--- src/sfd_pkg.sv ---
// shared types and constants for the stereo feedback delay
`timescale 1ns / 1ps
`default_nettype none

package sfd_pkg;

   localparam int DELAY_BITS     = 17;
   localparam int GAIN_BITS      = 16;
   localparam int FRAC_BITS      = 15;
   localparam int ROUND_BIAS     = 16384;
   localparam int CSR_INDEX_BITS = 8;
   localparam int CSR_DATA_BITS  = 32;

   localparam int DELAY_RESET    = 48000;
   localparam logic [GAIN_BITS-1:0] FEEDBACK_RESET = 16'd16384;
   localparam logic [GAIN_BITS-1:0] DRY_RESET      = 16'd32768;
   localparam logic [GAIN_BITS-1:0] WET_RESET      = 16'd16384;

   typedef enum logic [CSR_INDEX_BITS-1:0] {
      REG_DELAY    = 8'd0,
      REG_FEEDBACK = 8'd1,
      REG_DRY      = 8'd2,
      REG_WET      = 8'd3
   } csr_index_type;

   typedef struct packed {
      logic [GAIN_BITS-1:0] feedback;
      logic [GAIN_BITS-1:0] dry;
      logic [GAIN_BITS-1:0] wet;
   } gain_type;

endpackage

`default_nettype wire

--- src/sfd_mac.sv ---
// per-channel feedback and mix arithmetic with rounding and saturation
`timescale 1ns / 1ps
`default_nettype none

module sfd_mac #(
   parameter int SAMPLE_BITS = 24
) (
   input  logic signed [SAMPLE_BITS-1:0] sample,
   input  logic signed [SAMPLE_BITS-1:0] delayed,
   input  sfd_pkg::gain_type             gains,
   output logic signed [SAMPLE_BITS-1:0] feedback,
   output logic signed [SAMPLE_BITS-1:0] mix
);

   localparam int FB = sfd_pkg::FRAC_BITS;
   localparam int PW = SAMPLE_BITS + sfd_pkg::GAIN_BITS + 1;
   localparam int SW = PW + 1;
   localparam int QW = SW - FB;

   logic signed [PW-1:0] p_fb;
   logic signed [PW-1:0] p_dry;
   logic signed [PW-1:0] p_wet;
   logic signed [SW-1:0] sum_fb;
   logic signed [SW-1:0] sum_mix;

   function automatic logic [SAMPLE_BITS-1:0] round_sat(input logic signed [SW-1:0] s);
      logic signed [SW-1:0] t;
      logic [QW-1:0]        q;
      logic                 fits;
      t    = s + SW'(sfd_pkg::ROUND_BIAS);
      q    = t[SW-1:FB];
      fits = (&q[QW-1:SAMPLE_BITS-1]) || !(|q[QW-1:SAMPLE_BITS-1]);
      priority if (fits) begin
         return q[SAMPLE_BITS-1:0];
      end else if (q[QW-1]) begin
         return {1'b1, {(SAMPLE_BITS-1){1'b0}}};
      end else begin
         return {1'b0, {(SAMPLE_BITS-1){1'b1}}};
      end
   endfunction

   always_comb begin
      p_fb    = delayed * $signed({1'b0, gains.feedback});
      p_dry   = sample * $signed({1'b0, gains.dry});
      p_wet   = delayed * $signed({1'b0, gains.wet});
      sum_fb  = SW'(p_fb) + (SW'(sample) <<< FB);
      sum_mix = SW'(p_dry) + SW'(p_wet);
   end

   assign feedback = round_sat(sum_fb);
   assign mix      = round_sat(sum_mix);

endmodule

`default_nettype wire

--- config.mk ---
export PLATFORM = sky130hd
export DESIGN_NAME = sfd_mac
export DESIGN_NICKNAME = d
export VERILOG_FILES = /design/src/sfd_pkg.sv /design/src/sfd_mac.sv
export SDC_FILE = /design/constraint.sdc
export NUM_CORES = 2
export LEC_CHECK = 0
export BUFFER_PORTS_ARGS = -buffer_cell sky130_fd_sc_hd__buf_2
export CORE_MARGIN = 2
export CORE_UTILIZATION = 65
export DETAILED_ROUTE_END_ITERATION = 6
export PLACE_DENSITY_LB_ADDON = 0.15
export SETUP_SLACK_MARGIN = 0.4
export SLEW_MARGIN = 20
export SYNTH_ARGS = -nofsm -noshare
export SYNTH_HDL_FRONTEND = slang
export SYNTH_SLANG_ARGS = --single-unit
export TNS_END_PERCENT = 30
--- constraint.sdc ---
create_clock -name vclk -period 11.4
set_clock_uncertainty 0.1 [all_clocks]
set_input_delay 1.14 -clock vclk [all_inputs]
set_output_delay 1.14 -clock vclk [all_outputs]
set_load 0.02 [all_outputs]
### Yosys cells after proc, flatten, opt, wreduce, memory -nomap -nowiden

Cells that the tools add are included.

| word-level totals | value |
|---|---|
| register bits after elaboration | 0 |
| bits of input ports | 96 |
| output and inout bits | 48 |
| logic and storage cells | 19 |

| cells by class | value |
|---|---|
| $add $sub $neg | 4 |
| $mul | 3 |
| muxes and demuxes | 4 |
| reductions and logical operators | 8 |

Operator list:

| kind | number |
|---|---|
| multiplier 24 x 17 -> 41 bit | 3 |
| two-way mux 24 bit | 4 |
| adder 42 x 16 -> 42 bit, second input constant | 2 |
| adder 41 x 39 -> 42 bit | 1 |
| adder 41 x 41 -> 42 bit | 1 |
| AND reduction 4 bit | 2 |
| OR reduction 4 bit | 2 |
| zero test 1 bit | 2 |
| logical OR 1 bit | 2 |

### Logic depth before layout (Yosys ltp)

| logic depth | value |
|---|---|
| depth after elaboration | 7 |
| depth in mapped cells | 30 |
| gate-level depth less buffers | 28 |

### Least setup slack after synthesis

No wires, ideal clock.

| timing | value |
|---|---|
| path type | input port to output port |
| from | in sample[23] |
| to | out mix[12] |
| arrival time | 8739 ps |
| data required time | 10160 ps |
| slack | 1421 ps |
| stages on the path | 29 |
| buffers on the path | 3 |
| path through | clkbuf_1 > nand2_1 > inv_1 > fa_1 > inv_1 > fa_1 > inv_1 > fa_1 > inv_1 > fa_1 > inv_1 > fa_1 > fa_1 > fa_1 > inv_1 > fa_1 > inv_1 > ha_1 > clkbuf_2 > a21o_1 > o21bai_1 > a21oi_1 > nor2_1 > or4_1 > o21a_1 > a211oi_1 > o22ai_2 > buf_4 > a21oi_1 |

| on the way | value |
|---|---|
| cells in the longest elaborated chain, start to end | 7 |
| elaborated cells on any way between the ends | 9 |
| classes of those cells | 2 x add/sub; 1 x mul; 2 x mux; 4 x reduce/logical |

Ends and longest elaborated chain:

| item | RTL line | RTL |
|---|---|---|
| start: declaration | sfd_mac.sv:8 | `input logic signed [SAMPLE_BITS-1:0] sample,` |
| multiplier 24 x 17 -> 41 bit (*) | sfd_mac.sv:44 | `p_dry = sample * $signed({1'b0, gains.dry});` |
| adder 41 x 41 -> 42 bit (*) | sfd_mac.sv:47 | `sum_mix = SW'(p_dry) + SW'(p_wet);` |
| adder 42 x 16 -> 42 bit (*) | sfd_mac.sv:30 | `t = s + SW'(sfd_pkg::ROUND_BIAS);` |
| OR reduction 4 bit | sfd_mac.sv:32 | `fits = (&q[QW-1:SAMPLE_BITS-1]) \|\| !(\|q[QW-1:SAMPLE_BITS-1]);` |
| zero test 1 bit | sfd_mac.sv:32 |  |
| logical OR 1 bit | sfd_mac.sv:32 |  |
| two-way mux 24 bit (*) | sfd_mac.sv:33 | `priority if (fits) begin` |
| end: declaration | sfd_mac.sv:12 | `output logic signed [SAMPLE_BITS-1:0] mix` |

Every way passes the cells marked *; elsewhere a longest branch is shown, timed or not.

### Worst setup path in the final report

| timing | value |
|---|---|
| from | in sample[23] |
| to | out mix[22] |

Same word-level chain as after synthesis.

==> flow_summary_export.csv <==
group,metric,value,unit
cells_and_area,nClkBuffers,0,
setup_path,worst_path_max_delay_cell,"fa_2",
grt,grt_max_degree,33,
detailed_routing,drt_iter0_markers,1678,
placement,place.gp.congestion,0.942,
grt,track_usage,0.317,
grt,antenna_found_initial,9,
grt,grt_pass1_vias,34410,
sta,maxSlewViolCount,0,
sta,fmax,94.8,MHz
die,die_w,264,µm
yosys,netlist_area,43800,µm²
placement,portBuffers,144,
min_path,worstHoldPathType,"input port to output pin",
sta,finalCritPeriodShare,0.925,
cells_and_area,regArea,0,µm²
detailed_routing,firstDrtPassIters,6,
sta,setup_violations,0,
cells_and_area,most-common-layout-cells,"inv_1, fa_1, and2_1, nand2_1, ha_1",
cells_and_area,final_nets,6347,
detailed_routing,vias,30730,
sta,finalSetupTns,0,ns
detailed_routing,wl_per_cell,18.4,µm
setup_path,critical_path_arrival,9.31,ns
detailed_routing,viasPerCell,5.51,
sta,hold_viol_final,0,
detailed_routing,totalWireLength,102,mm
grt,grt_remaining_overflow,0,
cells_and_area,final_core_util,0.671,
detailed_routing,ant_nets,0,
die,coreArea,66900,µm²
cells_and_area,area_growth,2.62,%
setup_path,worstSetupStartpointType,"input port",
sta,layout_min_cycle_time,10.55,ns
sta,rsz0062_at_grt,"no",
setup_path,cp.required,10.16,ns
die,start_util,0.654,
yosys,synthesis.nets,6400,
sta,max_slew.worst_pin.slew,0.924,ns
die,core.rowCount,95,
yosys,postSynthCellCount,4758,
die,dieArea,69400,µm²
placement,hpwl,86.7,mm
cts,cts_hold_buf,0,
yosys,ys_seq_area_frac,0,
cts,post_cts_buffers,0,
die,die_y,264,µm
setup_path,end_kind,"output pin",
setup_path,critPathMaxStageDelay,0.70,ns
job,maxCapViolations,0,
grt,grt_pass1_wl,173,mm
setup_path,cp_max_fo,23,
die,ios,144,
yosys,yosysUniqueCellTypes,60,
setup_path,path_class,"input port to output pin",
cells_and_area,drive_gt1_frac,0.0376,
cells_and_area,seq_cells,0,
yosys,synth_area_per_cell,9.20,µm²
yosys,yosys_warnings,0,
run_status,outcome,"finished, final reports clean",
detailed_routing,drc,0,
sta,slew_headroom,0.382,
cells_and_area,final_common_cell,"inv_1",
cts,post_cts_resized,0,
synth_stat cells (2+ instances only):
library cell | count | area, µm²
inv_1 | 1359 | 5100
fa_1 | 1252 | 25100
and2_1 | 681 | 4260
nand2_1 | 515 | 1930
ha_1 | 294 | 3680
clkbuf_1 | 206 | 773
a21oi_1 | 100 | 500
xnor2_1 | 50 | 438
o21ai_0 | 35 | 175
a21o_1 | 29 | 218
o22ai_1 | 26 | 163
xor2_1 | 23 | 201
nor2_1 | 22 | 82.6
nand4_1 | 17 | 106
nand3_1 | 16 | 80.1
and3_1 | 11 | 68.8
nor3_1 | 11 | 55.1
o21a_1 | 10 | 75.1
o21bai_1 | 10 | 75.1
a31oi_1 | 6 | 37.5
nor2b_1 | 6 | 37.5
a211oi_1 | 5 | 37.5
buf_6 | 5 | 56.3
o211ai_1 | 5 | 37.5
o31ai_1 | 5 | 37.5
or3_1 | 5 | 31.3
buf_2 | 4 | 20.0
a211o_1 | 3 | 26.3
a41oi_1 | 3 | 26.3
and4_1 | 3 | 26.3
nand2b_1 | 3 | 18.8
nor4_1 | 3 | 18.8
o2bb2ai_1 | 3 | 26.3
or2_2 | 3 | 18.8
a21oi_2 | 2 | 17.5
buf_1 | 2 | 7.51
o41ai_1 | 2 | 17.5
critical path, delay by kind of cell:
family | cells | cell delay [ns]
and+or+nand+nor | 3 | 0.75
buffers and inverters | 9 | 1.07
adders and majority gates | 9 | 4.65
AOI/OAI and AO/OA | 7 | 1.63
worst paths after layout:
path | from | end | depth (start not counted) | slack, ns
max | sample[23] | mix[22] | 28 | 0.85
min | gains[34] | feedback[1] | 8 | 3.61
per-stage QoR:
step | cells | hold WS [ns] | cell area [µm²] | setup WS, ns
2_1_floorplan | 4758 | 2.83 | 43800 | 1.42
3_3_place_gp | 5576 | 3.50 | 44900 | 0.773
3_5_place_dp | 5576 | 3.53 | 44900 | 0.577
4_1_cts | 5576 | 3.55 | 44900 | 0.555
5_1_grt | 5580 | 3.68 | 44900 | 0.443
6_report | 5580 | 3.61 | 44900 | 0.854
metal layers:
layer / GRT usage / share of wire
met5: 0 / 0.00050
met4: 0.121 / 0.046
met3: 0.0348 / 0.054
met2: 0.568 / 0.53
met1: 0.397 / 0.37
cell families (layout without fill, tap and decap cells):
family                     Yosys count  in the layout  share of synthesized area
xor gates and xnor gates            73             73                     0.0146
AOI/OAI and AO/OA                  259            259                     0.0369
other                                0              4                          0
muxes                                1              1                   0.000229
adders and majority gates         1546           1546                      0.657
and+or+nand+nor                   1301           1301                      0.155
buffers and inverters             1578           1523                      0.136
area by class of cell:
class	instances	area, µm²
timing repair buffer	164	873
inverter	1359	5100
multi-input combinational	3180	37800
fill	5575	22000
antenna	4	10.0
tap	873	1090
Power is not shown: default switching activity piles up to over one toggle a cycle in this logic, so the estimate is an artifact.
