`src/sfd_pkg.sv`:
```
// shared types and constants for the stereo feedback delay
`timescale 1ns / 1ps
`default_nettype none

package sfd_pkg;

   localparam int DELAY_BITS     = 17;
   localparam int GAIN_BITS      = 16;
   localparam int FRAC_BITS      = 15;
   localparam int ROUND_BIAS     = 16384;
   localparam int CSR_INDEX_BITS = 8;
   localparam int CSR_DATA_BITS  = 32;

   localparam int DELAY_RESET    = 48000;
   localparam logic [GAIN_BITS-1:0] FEEDBACK_RESET = 16'd16384;
   localparam logic [GAIN_BITS-1:0] DRY_RESET      = 16'd32768;
   localparam logic [GAIN_BITS-1:0] WET_RESET      = 16'd16384;

   typedef enum logic [CSR_INDEX_BITS-1:0] {
      REG_DELAY    = 8'd0,
      REG_FEEDBACK = 8'd1,
      REG_DRY      = 8'd2,
      REG_WET      = 8'd3
   } csr_index_type;

   typedef struct packed {
      logic [GAIN_BITS-1:0] feedback;
      logic [GAIN_BITS-1:0] dry;
      logic [GAIN_BITS-1:0] wet;
   } gain_type;

endpackage

`default_nettype wire

```
`src/sfd_csr_if.sv`:
```
// register write channel
`timescale 1ns / 1ps
`default_nettype none

interface sfd_csr_if;
   logic                               valid;
   logic                               ready;
   logic [sfd_pkg::CSR_INDEX_BITS-1:0] index;
   logic [sfd_pkg::CSR_DATA_BITS-1:0]  data;

   modport source (output valid, output index, output data, input ready);
   modport sink (input valid, input index, input data, output ready);
endinterface

`default_nettype wire

```
`src/sfd_csr_regs.sv`:
```
// configuration registers and delay reduction modulo the depth
`timescale 1ns / 1ps
`default_nettype none

module sfd_csr_regs #(
   parameter int DELAY_DEPTH = 131072
) (
   input  logic                             clock,
   input  logic                             reset,
   sfd_csr_if.sink                          csr_ch,
   output logic [$clog2(DELAY_DEPTH)-1:0]   delay,
   output sfd_pkg::gain_type                gains,
   output logic                             busy
);

   localparam int DB = sfd_pkg::DELAY_BITS;
   localparam int AW = $clog2(DELAY_DEPTH);
   localparam int SH = DB + AW;
   localparam int MW = DB + 2;
   localparam int PW = DB + MW;
   localparam logic [63:0] RECIP = ((64'd1 << SH) + 64'(DELAY_DEPTH) - 64'd1)
                                   / 64'(DELAY_DEPTH);
   localparam logic [MW-1:0] RECIP_M   = RECIP[MW-1:0];
   localparam logic [DB-1:0] DEPTH_LOW = DB'(DELAY_DEPTH);
   localparam logic [DB-1:0] RAW_RESET = DB'(sfd_pkg::DELAY_RESET);
   localparam logic [DB-1:0] RED_RESET = DB'(sfd_pkg::DELAY_RESET % DELAY_DEPTH);

   logic [DB-1:0]     raw_ff, raw_in;
   logic [DB-1:0]     quot_ff;
   logic [DB-1:0]     red_ff, red_in;
   logic              stage1_ff, stage1_in;
   logic              stage2_ff, stage2_in;
   logic [PW-1:0]     prod;
   sfd_pkg::gain_type gains_ff, gains_in;
   logic              wr;

   assign csr_ch.ready = 1'b1;
   assign wr           = csr_ch.valid;

   always_comb begin
      raw_in    = raw_ff;
      gains_in  = gains_ff;
      stage1_in = 1'b0;
      if (wr) begin
         unique case (csr_ch.index)
            sfd_pkg::REG_DELAY: begin
               raw_in    = csr_ch.data[DB-1:0];
               stage1_in = 1'b1;
            end
            sfd_pkg::REG_FEEDBACK: gains_in.feedback = csr_ch.data[sfd_pkg::GAIN_BITS-1:0];
            sfd_pkg::REG_DRY:      gains_in.dry      = csr_ch.data[sfd_pkg::GAIN_BITS-1:0];
            sfd_pkg::REG_WET:      gains_in.wet      = csr_ch.data[sfd_pkg::GAIN_BITS-1:0];
            default: ;
         endcase
      end
      stage2_in = stage1_ff;
      // quotient by reciprocal, exact for every value of the register width
      prod      = PW'(raw_ff) * PW'(RECIP_M);
      red_in    = stage2_ff ? (raw_ff - DB'(quot_ff * DEPTH_LOW)) : red_ff;
   end

   always_ff @(posedge clock) begin
      if (reset) begin
         raw_ff    <= RAW_RESET;
         red_ff    <= RED_RESET;
         stage1_ff <= 1'b0;
         stage2_ff <= 1'b0;
         gains_ff  <= '{feedback: sfd_pkg::FEEDBACK_RESET,
                        dry:      sfd_pkg::DRY_RESET,
                        wet:      sfd_pkg::WET_RESET};
      end else begin
         raw_ff    <= raw_in;
         red_ff    <= red_in;
         stage1_ff <= stage1_in;
         stage2_ff <= stage2_in;
         gains_ff  <= gains_in;
      end
   end

   always_ff @(posedge clock) begin
      if (stage1_ff) begin
         quot_ff <= DB'(prod >> SH);
      end
   end

   assign delay = AW'(red_ff);
   assign gains = gains_ff;
   assign busy  = stage1_ff || stage2_ff;

endmodule

`default_nettype wire

```
`src/flat_wrapper.sv`:
```
// flat-port wrapper written by rule: the top's interface ports become plain ports
module sfd_csr_regs_flat 
#(
   parameter int DELAY_DEPTH = 131072
)
  (clock, reset, delay, gains, busy, csr_ch_valid, csr_ch_index, csr_ch_data, csr_ch_ready);
  sfd_csr_if csr_ch_i ();
  input  logic clock;
  input  logic reset;
  output logic [$clog2(DELAY_DEPTH)-1:0] delay;
  output sfd_pkg::gain_type gains;
  output logic busy;
  input wire logic [$bits(csr_ch_i.valid)-1:0] csr_ch_valid;
  input wire logic [$bits(csr_ch_i.index)-1:0] csr_ch_index;
  input wire logic [$bits(csr_ch_i.data)-1:0] csr_ch_data;
  output wire logic [$bits(csr_ch_i.ready)-1:0] csr_ch_ready;
  assign csr_ch_i.valid = csr_ch_valid;
  assign csr_ch_i.index = csr_ch_index;
  assign csr_ch_i.data = csr_ch_data;
  assign csr_ch_ready = csr_ch_i.ready;
  sfd_csr_regs #(.DELAY_DEPTH(DELAY_DEPTH)) u_core (.clock(clock), .reset(reset), .csr_ch(csr_ch_i), .delay(delay), .gains(gains), .busy(busy));
endmodule
```
`config.mk`:
```
export PLATFORM = sky130hd
export DESIGN_NAME = sfd_csr_regs_flat
export DESIGN_NICKNAME = d
export VERILOG_FILES = /design/src/sfd_pkg.sv /design/src/sfd_csr_if.sv /design/src/sfd_csr_regs.sv /design/src/flat_wrapper.sv
export SDC_FILE = /design/constraint.sdc
export NUM_CORES = 1
export LEC_CHECK = 0
export ABC_AREA = 0
export BUFFER_PORTS_ARGS = -buffer_cell sky130_fd_sc_hd__buf_2
export CAP_MARGIN = 20
export CORE_ASPECT_RATIO = 1.5
export CORE_MARGIN = 5
export CORE_UTILIZATION = 45
export CTS_CLUSTER_DIAMETER = 100
export DETAILED_ROUTE_END_ITERATION = 12
export PLACE_DENSITY = 0.72
export SLEW_MARGIN = 20
export SYNTH_ARGS = -nofsm -noshare
export SYNTH_HDL_FRONTEND = slang
export SYNTH_SLANG_ARGS = --single-unit
```
`constraint.sdc`:
```
create_clock -name clock -period 2 [get_ports clock]
set_input_delay 0.3 -clock clock [delete_from_list [all_inputs] [get_ports clock]]
set_output_delay 0.3 -clock clock [all_outputs]
set_load 0.02 [all_outputs]
```
* After elaboration in Yosys (flattened, before gate mapping) *
Index checks and enable logic that the tools add are counted.

operators by class
  equal/unequal tests = 3
  muxes and demuxes = 1
  bitwise operators = 1
  reduce and logical (&&, ||, !) cells = 7

operators with widths
  cell                                                                    number
  8-bit by 2-bit equality test with 1-bit output (second input constant)  2
  8-bit by 1-bit equality test with 1-bit output (second input constant)  1
  8-bit zero test                                                         1
  2-bit AND reduction                                                     4
  2-bit OR reduction                                                      1
  1-bit logical OR                                                        1
  1-bit 2-to-1 mux                                                        1
  1-bit inverter                                                          1

word-level totals
  flip-flop bits (word level) = 84
  bits of input ports = 43

* Logic depth before layout (Yosys ltp) *
Gate-level depths: netlist of run 1.

  depth after elaboration = 2
  gate-level depth with buffers = 5
  depth with buffers taken out = 3

* Least setup slack after synthesis of run 1 *
OpenSTA, ideal clock, no wires.

  path type = input to register
  from = input csr_ch_index[5]
  to = register u_core.raw_ff[10]
  library setup time = 72 ps
  arrival time = 1368 ps
  data required time = 1928 ps
  setup slack = 560 ps
  cell stages on the path = 5
  buffers on the path = 2
  path through = nor4_4 -> and4bb_1 -> buf_6 -> buf_12 -> mux2i_1

between the ends
  longest elaborated chain between the ends = 2

RTL lines
  item                           RTL line            RTL
  start, declared                flat_wrapper.sv:14  input wire logic [$bits(csr_ch_i.index)-1:0] csr_ch_index;
  8-bit zero test                sfd_csr_regs.sv:45  unique case (csr_ch.index)
  2-bit AND reduction (no line)  -
  end signal, assigned           sfd_csr_regs.sv:72  raw_ff <= raw_in;
  end, declared                  sfd_csr_regs.sv:28  logic [DB-1:0] raw_ff, raw_in;

No other way between the ends.
A chain may end at the register's enable or synchronous reset.

* Final worst setup path of run 1 *
  from = register u_core.stage2_ff
  to = output busy

between the ends
  longest elaborated chain between the ends = 1

RTL lines
  item                    RTL line            RTL
  start, declared         sfd_csr_regs.sv:32  logic stage2_ff, stage2_in;
  start signal, assigned  sfd_csr_regs.sv:75  stage2_ff <= stage2_in;
  1-bit logical OR        sfd_csr_regs.sv:88  assign busy = stage1_ff || stage2_ff;
  end, declared           flat_wrapper.sv:12  output logic busy;

No other way between the ends.

==> results of run 1 <==
-- layout by cell type (no fill, tap or decap), drive strengths merged --
master	n
a211o	7
and4bb	1
buf	102
clkbuf	15
clkinv	1
conb	1
dfxtp	84
mux2i	75
nand2	1
nand2b	72
nand4	1
nand4b	2
nor2	28
nor2b	8
nor3b	1
nor4	2
or2	1
-- cells by family (layout without fill, tap and decap cells) --
family	Yosys count	after routing	synth area share, %
AO/OA/AOI/OAI	7	7	1.832
other	1	1	0.1120
multiplexers	75	75	22.43
buffers and inverters	22	118	4.261
flip-flops	84	84	50.24
AND/OR/NAND/NOR	117	117	21.12
-- metal layers --
| metal | GRT usage [%] | up-vias | wire length, µm | share of wire (%) |
|---|---|---|---|---|
| li1 | - | 1192 | - | - |
| met1 | 17.91 | 1102 | 2877 | 40 |
| met2 | 29.65 | 61 | 3825 | 53 |
| met3 | 3.344 | 11 | 400 | 5.5 |
| met4 | 8.117 | 0 | 170 | 2.3 |
| met5 | 0 | - | 0 | 0 |
-- area by class of cell --
class | instances | area (µm²) | share of cell area, %
well taps | 100 | 125.1 | 3.085
flip-flops and latches | 84 | 1682 | 41.46
clock buffers | 15 | 176.4 | 4.349
multi-input cells | 200 | 1523 | 37.54
clock inverters | 1 | 5.005 | 0.1234
repair buffers | 102 | 545.5 | 13.45
-- registers in the layout, summed over array words and instances (netlist names) --
signal / cells
u_core.raw_ff: 17
u_core.stage2_ff: 1
u_core.gains: 48
u_core.stage1_ff: 1
u_core.delay: 17
-- worst min path at each step --
stage / start / endpoint / slack, ns
after global placement: u_core.stage1_ff / u_core.stage2_ff / 0.44
after detailed placement: u_core.stage1_ff / u_core.stage2_ff / 0.45
final: csr_ch_index[1] / u_core.stage1_ff / 0.19
after CTS: csr_ch_index[1] / u_core.stage1_ff / 0.17
after global routing: csr_ch_index[1] / u_core.stage1_ff / 0.18
after floorplan: csr_ch_index[0] / u_core.stage1_ff / 0.38
-- power breakdown --
group	switching, µW	internal [µW]	leakage [µW]	total (µW)
registers	0.897	1670	0.000677	1670
clock network	558	554	0.0000937	1110
logic	73.4	61.4	0.00121	135
-- stage by stage --
stage                     hold slack, ns  area [µm²]  instances  utilization (%)  worst slack, ns
after floorplan                   0.3755        3347        306                -           0.5603
after global placement            0.4417        3875        486            53.62           0.3941
after detailed placement          0.4541        3875        486            53.62           0.3323
after CTS                         0.1749        4056        502            56.13           0.3821
after global routing              0.1833        4056        502            56.13           0.3423
final                             0.1915        4056        502            56.13           0.4084
==> run_results.csv, run 1 <==
group,metric,value,unit
synth,synth_flop_cell,"dfxtp_1",
worst_setup_path,path_buf_inv,1,
placed_design,dp_hpwl,5.294,mm
synth,yosysMostFrequentCell,"dfxtp_1",
floorplan,die_x,80.42,µm
synth,synthCells,306,
sta,fin_crit,1.592,ns
cts,postCtsHoldBufs,0,
cts,clockRootBuffer,"clkbuf_8",
global_routing,antenna_found_initial,0,
detailed_routing,drc_errors,0,
sta,finClkSkew,0.001823,ns
synth,synth-async-reset-ratio,0,%
global_routing,grt_max_degree,41,
cts,clk_pin_slew,0.07,ns
detailed_routing,wl_per_cell,14.49,µm
floorplan,die_area,9298,µm²
power_and_ir_drop,p_leak,0.001983,µW
worst_setup_path,regToRegStartpoint,"u_core.stage2_ff",
worst_setup_path,worst-path-stages,2,
global_routing,grt-ovfl-total,0,
floorplan,rows,38,
worst_setup_path,cp_data_arrival_time,1.29,ns
power_and_ir_drop,power_density,719.7,nW/µm²
cts,htreeDepth,3,
worst_setup_path,reg2reg_depth,3,
floorplan,initial_core_util,46.31,%
floorplan,ioPinCount,110,
global_routing,track_usage,16.39,%
detailed_routing,wirelength,7.273,mm
global_routing,grt_pass1_vias,2436,
synth,synth_top_area_share,50.24,%
min_path,hold_class,"in2reg",
synth,synth.distinct_cells,21,
finish,nNetsFinal,440,
sta,grt_setup_unrepaired,"no",
floorplan,core,7227,µm²
detailed_routing,final_antenna_net_count,0,
finish,n_antenna_cell,0,
detailed_routing,first_pass_iters,4,
finish,layout-drive-gt1-share,29.60,%
worst_setup_path,critPathSlowestCell,"dfxtp_1",
status,status,"finished, final reports clean",
sta,setup_violations,0,
synth,synthTopCellsByCount,"dfxtp_1 (84), mux2i_1 (75), nand2b_1 (72)",
floorplan,fp.dieH,115.6,µm
synth,synth.area.top_cells,"dfxtp_1 (50%), mux2i_1 (22%), nand2b_1 (13%)",
detailed_routing,via_count,2366,
worst_setup_path,cp-start-kind,"flip-flop",
finish,n_fill_cell,664,
synth,synth_nets,349,
synth,netlist_area,3347,µm²
worst_setup_path,critical_path.cell_chain,"or2_2, buf_2",
synth,ys_ff_latch,84,
cts,post_cts_buffers,0,
cts,numCtsBuffers,9,
detailed_routing,initialDrtViolationCount,73,
sta,clock.fmax,0.6283,GHz
worst_setup_path,r2r_setup_slack,0.64,ns
cts,clock_path_buffers,2,
power_and_ir_drop,ir_drop,453.6,µV
finish,syn2layout_area_growth,21.20,%
synth,post-synth-top-area-cell,"dfxtp_1",
sta,slew_viol_final,0,
synth,synth-edff-count,0,
flow_run,maxCapViolCount,0,
worst_setup_path,crit_path_start,"u_core.stage2_ff",
synth,yosysSeqAreaShare,50.24,%
sta,hold_viol_final,0,
sta,timing.final.crit_share,79.58,%
placed_design,place_congestion,0.7060,
placed_design,io_buffers,93,
cts,cts_resized,0,
worst_setup_path,slowest_delay,0.45,ns
global_routing,grt_pass1_wl,11.58,mm
synth,ys.warnings.count,0,
worst_setup_path,cp.required,1.70,ns
detailed_routing,viasPerCell,4.713,
worst_setup_path,reg2reg_to,"u_core.delay[15]",
min_path,whs_path_depth,2,
power_and_ir_drop,total_power,2920,µW
cts,clkLatencyLatePin,0.34,ns
sta,finalSetupTns,0,ns
worst_setup_path,end_kind,"primary output",
cts,cts_tree,"yes",
cts,clock_sinks,84,
worst_setup_path,worst-setup-path-type,"reg2out",
worst_setup_path,crit_family,"flip-flops",
worst_setup_path,crit_fanout,8,
worst_setup_path,cp-endpoint,"busy",
synth,syn_area_per_cell,10.94,µm²
Power figures use the tool's default switching activity.
==> inputs of run 2 (changes only) <==
==> constraint.sdc (replaced) <==
create_clock -name clock -period 1.5 [get_ports clock]
set_input_delay 0.225 -clock clock [delete_from_list [all_inputs] [get_ports clock]]
set_output_delay 0.225 -clock clock [all_outputs]
set_load 0.02 [all_outputs]
==> run_results.csv, run 2 (synthesis results as in run 1) <==
group,metric,value,unit
cts,clock_path_buffers,2,
cts,clockRootBuffer,"clkbuf_8",
worst_setup_path,end_kind,"primary output",
worst_setup_path,crit_fanout,3,
worst_setup_path,worst-setup-path-type,"reg2out",
global_routing,grt-ovfl-total,0,
sta,timing.final.crit_share,89.95,%
sta,clock.fmax,0.7412,GHz
floorplan,rows,38,
finish,layout-drive-gt1-share,30.62,%
worst_setup_path,cp_data_arrival_time,1.12,ns
min_path,hold_class,"in2reg",
finish,layout_commonest_cell,"buf_2",
sta,slew_viol_final,0,
placed_design,place_congestion,0.7228,
cts,cts_tree,"yes",
worst_setup_path,crit_path_start,"u_core.stage2_ff",
detailed_routing,final_antenna_net_count,0,
finish,n_antenna_cell,0,
floorplan,fp.dieH,115.6,µm
detailed_routing,via_count,2391,
sta,hold_viol_final,0,
worst_setup_path,r2r_setup_slack,0.51,ns
placed_design,io_buffers,93,
detailed_routing,initialDrtViolationCount,106,
finish,final_cell_mix,"buf_2 (93), dfxtp_1 (84), mux2i_1 (75)",
floorplan,core,7227,µm²
floorplan,ioPinCount,110,
cts,postCtsHoldBufs,0,
power_and_ir_drop,ir_drop,647.6,µV
sta,setup_violations,0,
power_and_ir_drop,p_leak,0.002037,µW
placed_design,place_ws,0.02830,ns
detailed_routing,drc_errors,0,
sta,finClkSkew,0.009528,ns
global_routing,grt_pass1_vias,2419,
cts,numCtsBuffers,9,
status,status,"finished, final reports clean",
finish,nNetsFinal,443,
worst_setup_path,cp-start-kind,"flip-flop",
detailed_routing,viasPerCell,4.735,
worst_setup_path,reg2reg_depth,3,
cts,clock_sinks,84,
sta,fin_crit,1.349,ns
global_routing,grt_pass1_wl,11.81,mm
cts,clk_pin_slew,0.08,ns
cts,clkLatencyLatePin,0.36,ns
detailed_routing,first_pass_iters,4,
global_routing,track_usage,16.92,%
sta,post-route-worst-setup-slack,0.1508,ns
detailed_routing,wirelength,7.357,mm
global_routing,grt_max_degree,69,
worst_setup_path,reg2reg_to,"u_core.delay[11]",
worst_setup_path,regToRegStartpoint,"u_core.stage2_ff",
sta,finalSetupTns,0,ns
floorplan,die_area,9298,µm²
placed_design,dp_hpwl,5.308,mm
worst_setup_path,cp-endpoint,"busy",
detailed_routing,wl_per_cell,14.57,µm
worst_setup_path,cp.required,1.27,ns
power_and_ir_drop,power_density,1002,nW/µm²
floorplan,initial_core_util,46.31,%
floorplan,die_x,80.42,µm
finish,syn2layout_area_growth,24.04,%
finish,largest_reg_flops,48,
cts,htreeDepth,3,
flow_run,maxCapViolCount,0,
cts,cts_resized,0,
global_routing,antenna_found_initial,0,
sta,grt_setup_unrepaired,"no",
cts,post_cts_buffers,0,
-- run 2: cell types whose count changed in the layout (fill, tap and decap cells not counted) --
cell       change
clkbuf_8       -2
bufinv_16      +2
clkinv_2       +2
buf_12         +3
clkbuf_1       -2
-- run 2: power by group --
group	leakage (µW)	total (µW)	internal, µW	switching, µW
Sequential	0.000677	2230	2230	1.17
Clock	0.000113	1750	975	772
Combinational	0.00125	182	83.1	99.0
-- run 2: worst min path at each step --
stage	start	end	depth (start not counted)	slack (ns)
global route	csr_ch_index[0]	u_core.stage1_ff	2	0.08
floorplan	csr_ch_index[0]	u_core.stage1_ff	1	0.30
detailed placement	u_core.stage1_ff	u_core.stage2_ff	1	0.45
global placement	u_core.stage1_ff	u_core.stage2_ff	1	0.44
finish	csr_ch_index[0]	u_core.stage1_ff	2	0.12
CTS	csr_ch_index[1]	u_core.stage1_ff	2	0.09
-- run 2: final cells by class --
type / count / area, µm²
fillers: 692 / 3075
well taps: 100 / 125.1
multi-input cells: 200 / 1523
clock inverters: 5 / 75.07
repair buffers: 105 / 605.6
flip-flops and latches: 84 / 1682
clock buffers: 11 / 141.4
-- run 2: stage by stage --
step | hold slack, ns | cell area, µm² | power (µW) | std cells | util [%]
floorplan | 0.3005 | 3347 | 2387 | 306 | -
global placement | 0.4397 | 3935 | 2468 | 489 | 54.45
detailed placement | 0.4457 | 3935 | 2469 | 489 | 54.45
CTS | 0.09338 | 4151 | 4200 | 505 | 57.44
global route | 0.08096 | 4151 | 4334 | 505 | 57.44
finish | 0.1156 | 4151 | 4160 | 505 | 57.44
-- run 2: critical path: stages (launching register included) --
cell and delay (ns):
dfxtp_1 0.33, or2_2 0.29, buf_2 0.16
-- run 2: metal layers --
metal,vias up,share of wire (%),GRT usage (%)
met3,9,6.4,6.221
met5,-,0,0
met4,0,1.4,6.652
met2,68,53,30.14
li1,1201,-,-
met1,1113,40,17.90
==> inputs of run 3 (changes only) <==
--- a/config.mk
+++ b/config.mk
@@ -5,11 +5,9 @@
 export SDC_FILE = /design/constraint.sdc
 export NUM_CORES = 1
 export LEC_CHECK = 0
-export ABC_AREA = 0
 export BUFFER_PORTS_ARGS = -buffer_cell sky130_fd_sc_hd__buf_2
 export CAP_MARGIN = 20
 export CORE_ASPECT_RATIO = 1.5
-export CORE_MARGIN = 5
 export CORE_UTILIZATION = 45
 export CTS_CLUSTER_DIAMETER = 100
 export DETAILED_ROUTE_END_ITERATION = 12
==> constraint.sdc (replaced) <==
create_clock -name clock -period 1.5 [get_ports clock]
set_input_delay 0.3 -clock clock [delete_from_list [all_inputs] [get_ports clock]]
set_output_delay 0.3 -clock clock [all_outputs]
set_load 0.02 [all_outputs]
==> run_results.csv, run 3 (synthesis results as in run 1) <==
group,metric,value,unit
status,status,"finished, final reports clean",
worst_setup_path,cp.required,1.20,ns
detailed_routing,viasPerCell,4.747,
placed_design,placed_area,3978,µm²
detailed_routing,final_antenna_net_count,0,
sta,hold-worst-slack,0.1926,ns
flow_run,maxCapViolCount,0,
detailed_routing,wl_met2,3.755,mm
worst_setup_path,crit_family,"flip-flops",
worst_setup_path,cp_data_arrival_time,1.12,ns
worst_setup_path,path_buf_inv,1,
sta,finClkSkew,0.005943,ns
placed_design,dpl.cell_count,493,
cts,cts_resized,0,
sta,timing.final.crit_share,94.56,%
worst_setup_path,worst-path-stages,2,
floorplan,die_area,7794,µm²
min_path,hp-start,"csr_ch_index[1]",
cts,cts_tree,"yes",
worst_setup_path,critical_path.cell_chain,"or2_2, buf_2",
finish,n_antenna_cell,0,
worst_setup_path,regToRegStartpoint,"u_core.stage2_ff",
detailed_routing,via_count,2416,
worst_setup_path,crit_path_start,"u_core.stage2_ff",
cts,post_cts_buffers,0,
worst_setup_path,slowest_delay,0.32,ns
worst_setup_path,worst-setup-path-type,"reg2out",
floorplan,core,7227,µm²
cts,clk_pin_slew,0.07,ns
detailed_routing,drt-met1-wl,2.758,mm
detailed_routing,highest_layer,"met4",
cts,postCtsHoldBufs,0,
placed_design,dp_hpwl,5.073,mm
floorplan,rows,38,
detailed_routing,drc_errors,0,
floorplan,die_x,72.42,µm
finish,fin_area,4194,µm²
finish,syn2layout_area_growth,25.31,%
finish,layout-drive-gt1-share,31.30,%
global_routing,track_usage,18.98,%
sta,clock.fmax,0.7050,GHz
global_routing,grt_pass1_vias,2284,
min_path,whs_path_depth,2,
cts,numCtsBuffers,9,
detailed_routing,wl_per_cell,13.72,µm
worst_setup_path,end_kind,"primary output",
finish,largest_reg_flops,48,
worst_setup_path,cp-start-kind,"flip-flop",
power_and_ir_drop,p_leak,0.002061,µW
finish,stdcell_count,509,
detailed_routing,first_pass_iters,4,
finish,fin_util,58.03,%
detailed_routing,wirelength,6.984,mm
global_routing,grt-ovfl-total,0,
worst_setup_path,crit_fanout,3,
finish,n_fill_cell,670,
worst_setup_path,reg2reg_depth,3,
sta,fin_crit,1.418,ns
floorplan,fp.dieH,107.6,µm
power_and_ir_drop,power_density,991.2,nW/µm²
global_routing,antenna_found_initial,0,
floorplan,initial_core_util,46.31,%
power_and_ir_drop,ir_drop,718.5,µV
cts,clock_path_buffers,2,
finish,final_cell_mix,"buf_2 (93), dfxtp_1 (84), mux2i_1 (75)",
cts,clkLatencyLatePin,0.35,ns
sta,setup_violations,0,
sta,grt_setup_unrepaired,"no",
min_path,hold_class,"in2reg",
detailed_routing,initialDrtViolationCount,92,
placed_design,io_buffers,93,
detailed_routing,dr_wl_met3,326,µm
finish,layout_commonest_cell,"buf_2",
power_and_ir_drop,total_power,4157,µW
sta,hold_viol_final,0,
cts,clock_sinks,84,
placed_design,place_congestion,0.7392,
global_routing,grt_pass1_wl,10.88,mm
cts,clockRootBuffer,"clkbuf_8",
worst_setup_path,critPathSlowestCell,"dfxtp_1",
sta,slew_viol_final,0,
cts,htreeDepth,3,
floorplan,ioPinCount,110,
global_routing,grt_max_degree,42,
finish,nNetsFinal,447,
-- run 3: cell types whose count changed in the layout (fill, tap and decap cells not counted) --
cell,before,now
buf_12,4,5
buf_4,8,11
-- run 3: where the power goes --
part / total [µW] / leakage, µW / internal, µW / switching, µW
clock network: 1730 / 0.000113 / 975 / 759
registers: 2230 / 0.000677 / 2230 / 1.16
logic: 192 / 0.00127 / 92.9 / 99.5
-- run 3: final cells by class --
type                       count  area, µm²  share of cell area (%)
multi-input combinational    200       1523                   36.31
sequential                    84       1682                   40.10
clock inverter                 5      75.07                   1.790
clock buffer                  11      141.4                   3.371
timing repair buffer         109      648.1                   15.45
tap                          100      125.1                   2.983
-- run 3: worst paths after layout --
check                                         to  slack (ns)
worst max-delay path                        busy        0.08
worst min-delay path            u_core.stage1_ff        0.19
worst max register to register   u_core.delay[6]        0.47
worst min register to register  u_core.stage2_ff        0.46
-- run 3: routing by layer --
| layer | vias to the layer above | GRT usage, % |
|---|---|---|
| met4 | 0 | 9.804 |
| met3 | 9 | 5.150 |
| met5 | - | 0 |
| li1 | 1213 | - |
| met2 | 63 | 32.98 |
| met1 | 1131 | 20.71 |
-- run 3: stage by stage --
stage	TNS, ns	setup WS, ns
detailed placement	-1.383	-0.06312
floorplan	0	0.06035
global route	0	0.02676
global placement	-0.007877	-0.006206
CTS	0	0.04866
finish	0	0.08164
